## config.mk

```make
export PLATFORM = sky130hd
export DESIGN_NAME = mhas_ctrl
export DESIGN_NICKNAME = d
export VERILOG_FILES = /design/src/mhas_pkg.sv /design/src/mhas_ctrl.sv
export SDC_FILE = /design/constraint.sdc
export NUM_CORES = 1
export LEC_CHECK = 0
export BUFFER_PORTS_ARGS = -buffer_cell sky130_fd_sc_hd__clkbuf_2
export CAP_MARGIN = 10
export CORE_AREA = 2 2 39 41
export CTS_CLUSTER_DIAMETER = 120
export DETAILED_ROUTE_END_ITERATION = 7
export DIE_AREA = 0 0 41 43
export PLACE_DENSITY = 0.54
export SLEW_MARGIN = 20
export SYNTH_ARGS = -nofsm -noshare
export SYNTH_HDL_FRONTEND = slang
export SYNTH_SLANG_ARGS = --single-unit
```

## constraint.sdc

```tcl
create_clock -name clk -period 1.19 [get_ports clk]
set_input_delay 0.238 -clock clk [delete_from_list [all_inputs] [get_ports clk]]
set_output_delay 0.238 -clock clk [all_outputs]
set_load 0.1 [all_outputs]
```

## src/mhas_pkg.sv

```systemverilog
// Shared constants, command codes and controller/datapath interface types.
package mhas_pkg;

  localparam int SEQ_LEN     = 128;
  localparam int NUM_HEADS   = 12;
  localparam int HEAD_DIM    = 64;
  localparam int ROW_LEN     = NUM_HEADS * HEAD_DIM;
  localparam int STORE_DEPTH = SEQ_LEN * ROW_LEN;
  localparam int ADDR_W      = $clog2(STORE_DEPTH);

  // Field widths fixed by the interface.
  localparam int CMD_W   = 2;
  localparam int TOKEN_W = 7;
  localparam int FEAT_W  = 10;
  localparam int DATA_W  = 8;
  localparam int HEAD_W  = 4;
  localparam int SCORE_W = 22;

  // Feature offset counter inside one head slice.
  localparam int KW = (HEAD_DIM > 1) ? $clog2(HEAD_DIM) : 1;

  localparam int PROD_W = 2 * DATA_W;
  localparam int ACC_W  = (PROD_W + KW + 1 > SCORE_W + 1) ? PROD_W + KW + 1 : SCORE_W + 1;

  localparam int SCORE_MAX = 2097151;
  localparam int SCORE_MIN = -2097152;
  localparam logic signed [ACC_W-1:0] ACC_MAX = ACC_W'(SCORE_MAX);
  localparam logic signed [ACC_W-1:0] ACC_MIN = ACC_W'(SCORE_MIN);

  localparam logic [CMD_W-1:0] CMD_WR_Q  = 2'd0;
  localparam logic [CMD_W-1:0] CMD_WR_K  = 2'd1;
  localparam logic [CMD_W-1:0] CMD_SCORE = 2'd2;

  typedef struct packed {
    logic write_q;   // store request byte into query store
    logic write_k;   // store request byte into key store
    logic start;     // latch score bases, clear accumulator
    logic issue;     // read one byte pair, advance offset
    logic load_out;  // load output register from accumulator
  } mhas_cmd_t;

  typedef struct packed {
    logic skip;      // score request out of range, result is zero
    logic last;      // offset at final feature of the slice
    logic busy;      // MAC pipeline still holds data
  } mhas_stat_t;

endpackage

```

## src/mhas_ctrl.sv

```systemverilog
// Controller state machine: request handshake, score sequencing, output valid.
module mhas_ctrl (
  input  logic                        clk,
  input  logic                        rst_n,
  input  logic                        in_valid,
  output logic                        in_ready,
  input  logic [mhas_pkg::CMD_W-1:0]  in_command,
  output logic                        out_valid,
  input  logic                        out_ready,
  input  mhas_pkg::mhas_stat_t        stat,
  output mhas_pkg::mhas_cmd_t         cmd
);

  typedef enum logic [3:0] {
    ST_IDLE   = 4'b0001,
    ST_ISSUE  = 4'b0010,
    ST_DRAIN  = 4'b0100,
    ST_RESULT = 4'b1000
  } state_t;

  state_t state_r, state_nxt;
  logic   out_valid_r, out_valid_nxt;
  logic   accept;

  assign in_ready  = (state_r == ST_IDLE);
  assign out_valid = out_valid_r;
  assign accept    = in_valid && in_ready;

  always_comb begin
    state_nxt     = state_r;
    cmd.write_q   = accept && (in_command == mhas_pkg::CMD_WR_Q);
    cmd.write_k   = accept && (in_command == mhas_pkg::CMD_WR_K);
    cmd.start     = accept && (in_command == mhas_pkg::CMD_SCORE);
    cmd.issue     = 1'b0;
    cmd.load_out  = 1'b0;
    out_valid_nxt = out_valid_r && !out_ready;
    unique case (state_r)
      ST_IDLE: begin
        if (cmd.start) state_nxt = ST_ISSUE;
      end
      ST_ISSUE: begin
        cmd.issue = !stat.skip;
        if (stat.skip) state_nxt = ST_RESULT;
        else if (stat.last) state_nxt = ST_DRAIN;
      end
      ST_DRAIN: begin
        if (!stat.busy) state_nxt = ST_RESULT;
      end
      ST_RESULT: begin
        // wait for the output register to free up
        if (!out_valid_r || out_ready) begin
          cmd.load_out  = 1'b1;
          out_valid_nxt = 1'b1;
          state_nxt     = ST_IDLE;
        end
      end
      default: state_nxt = ST_IDLE;
    endcase
  end

  always_ff @(posedge clk) begin
    if (!rst_n) begin
      state_r     <= ST_IDLE;
      out_valid_r <= 1'b0;
    end else begin
      state_r     <= state_nxt;
      out_valid_r <= out_valid_nxt;
    end
  end

  a_score_blocks: assert property (@(posedge clk) disable iff (!rst_n)
    cmd.start |=> !in_ready)
    else $error("score request did not close the input");

  a_load_from_result: assert property (@(posedge clk) disable iff (!rst_n)
    cmd.load_out |-> (state_r == ST_RESULT) && !(out_valid_r && !out_ready))
    else $error("output loaded over a pending result");

endmodule

```

==> impl_metrics.ini <==
[status]
status = finished with violations
failed_checks = setup timing

[flow_run]
drv_cap = 0

[synthesis]
synth_top_area_share_pct = 28.9
synth_fp_nets = 44
syn_area_sq_um = 347
synth_seq_area_share_pct = 28.9
synthDistinctLibCells = 23
synth_area_leaders = dfxtp_1 29%, nor4b_2 8.7%, buf_6 6.5%, o21a_1 6.5%, or3b_1 5.1%
syn_inst = 35
synth_area_leader_cell = dfxtp_1
yosysWarnings = 0
avgSynthCellArea_sq_um = 9.90
synth-seq-cells = 5

[global_routing]
grt.total_usage_pct = 12.7
grt_pass1_vias = 383
overflow = 0
grt_pass1_wl_mm = 1.52
grt_max_degree = 9
antenna_found_initial = 0

[clock_tree]
cts-htree-levels = 1
cts_made_buffers = 3
tritoncts = yes
clockBufferDepth = 2
root_buffer = clkbuf_4
cts.sinks = 5
postCtsHoldBufs = 0
clk_latency_ns = 0.24
clk_pin_slew_ns = 0.04

[placement]
hpwl_microns = 698
io_buffers = 15
gp_congestion = 0.818
pre_cts_ws_ns = -0.301

[floorplanning]
core_sq_um = 1380
start_util_pct = 25.0
std_cell_rows = 14
die_h_microns = 43
ios = 16
die_w_microns = 41
die_area_sq_um = 1760

[timing]
finalSetupViolCount = 11
hold_slack_ns = 0.224
slew_headroom_pct = 76.9
fin_crit_sh_pct = 143
hold_viol = 0
rsz0062_at_grt = true
fmax_ghz = 0.588
setup-tns-final_ns = -3.37
period_minus_slack_ns = 1.70
worst_pin_slew_ns = 0.344
fin_ws_ns = -0.510
skew_ns = 0.000388
finalMaxSlewViolations = 0

[hold_path]
whs_endpoint = state_r[0]$_SDFFE_PN1P_
hold_path_class = input port to flip-flop
hp-start = rst_n
min_path_cells = 2

[worst_setup_path]
crit_family = simple AND/OR/NAND/NOR gates
reg2reg_depth = 4
slowest_delay_ns = 0.57
worst_setup_path_end_kind = output port
crit_fanout = 4
critPathLaunchType = flip-flop
path_cells = or4b_4 -> nor2b_4 -> buf_12
critPathKind = flip-flop to output port
path_buf_inv = 1
worst_ep_arrival_time_ns = 1.46
cp_slowest_cell = or4b_4
r2r_end = state_r[2]$_SDFFE_PN0P_
r2r_setup_slack_ns = -0.18
required_ns = 0.95
timing.rr.start = state_r[1]$_SDFFE_PN0P_

[power_and_ir_drop]
power_mw = 0.541
leakage_nw = 0.291
power.density_nw_per_um2 = 754
ir_drop_uv = 457

[drt]
dr.pass1.iters = 3
routed_wirelength_microns = 914
drc = 0
via_per_inst = 4.74
drtIter0Drc = 3
vias = 365
wl_per_cell_microns = 11.9
ant_nets = 0

[layout]
antennaDiodeCount = 0
layout_commonest_cell = clkbuf_2
area_growth_pct = 107
fillerInstances = 122
layout.nets = 71
finish.utilization_pct = 51.8
most-common-layout-cells = 8 x clkbuf_2, 7 x buf_12, 6 x buf_4
final_layout_size_suffix_gt1_share_pct = 68.9
## repair_timing
action                                  CTS  global route
endpoints found under the setup margin   10            11
gates resized for setup                  12             6
pin swaps                                 3             4
buffers inserted                          2             2
## stage by stage
stage,cell area (sq um),std cells
5_1_grt,717,77
3_3_place_gp,616,72
4_1_cts,701,78
2_1_floorplan,378,35
6_report,717,77
3_5_place_dp,616,72
## registers in the layout, indices dropped and copies added, names as in the netlist
| name | flops |
|---|---|
| state_r | 4 |
| out_valid | 1 |
## cell usage after synthesis
cell type / n
nor3b_2: 1
o21a_1: 3
nor2_1: 1
o211a_1: 1
nand2_1: 2
and4b_1: 1
nand2b_1: 1
a211oi_1: 1
o311ai_1: 1
nand3b_1: 1
xor2_1: 1
or4b_4: 1
buf_6: 2
nor2b_1: 1
and4bb_1: 1
or3b_1: 2
nor3_1: 1
inv_1: 1
dfxtp_1: 5
nor4_1: 2
a21boi_1: 1
o21ai_0: 2
nor4b_2: 2
## logic make-up (layout without fill, tap and decap cells)
family	after synthesis	count (layout)	synth area share [%]
flops	5	5	28.9
compound gates	9	9	19.1
buf+inv	3	29	7.58
simple gates	17	17	41.9
xor+xnor	1	1	2.53
## worst max-delay path by stage
stage	start	end	depth (start not counted)
detailed placement	state_r[3]$_SDFFE_PN0P_	cmd[0]	3
global placement	state_r[0]$_SDFFE_PN1P_	cmd[2]	3
global route	state_r[3]$_SDFFE_PN0P_	cmd[2]	3
CTS	state_r[3]$_SDFFE_PN0P_	cmd[2]	3
floorplan	state_r[2]$_SDFFE_PN0P_	cmd[2]	3
finish	state_r[0]$_SDFFE_PN1P_	cmd[0]	3
## final cells by class
class | instances | area [sq um] | area share, %
Multi-Input combinational cell | 27 | 293 | 40.8
Timing Repair Buffer | 24 | 263 | 36.6
Sequential cell | 5 | 111 | 15.5
Clock buffer | 4 | 26.3 | 3.66
Tap cell | 16 | 20.0 | 2.79
Inverter | 1 | 3.75 | 0.524
## metal layers
layer | global-route usage (%) | wire [microns]
met1 | 14.5 | 335
met2 | 20.0 | 521
met3 | 7.33 | 58
met4 | 2.00 | 0
met5 | 0 | 0
## report_power, final
group	leakage (nW)	internal, mW	switching, mW
combinational	0.233	0.0729	0.0961
sequential	0.0427	0.169	0.00470
clock	0.0150	0.127	0.0713
total	0.291	0.369	0.172
(Power assumes the default switching activity.)
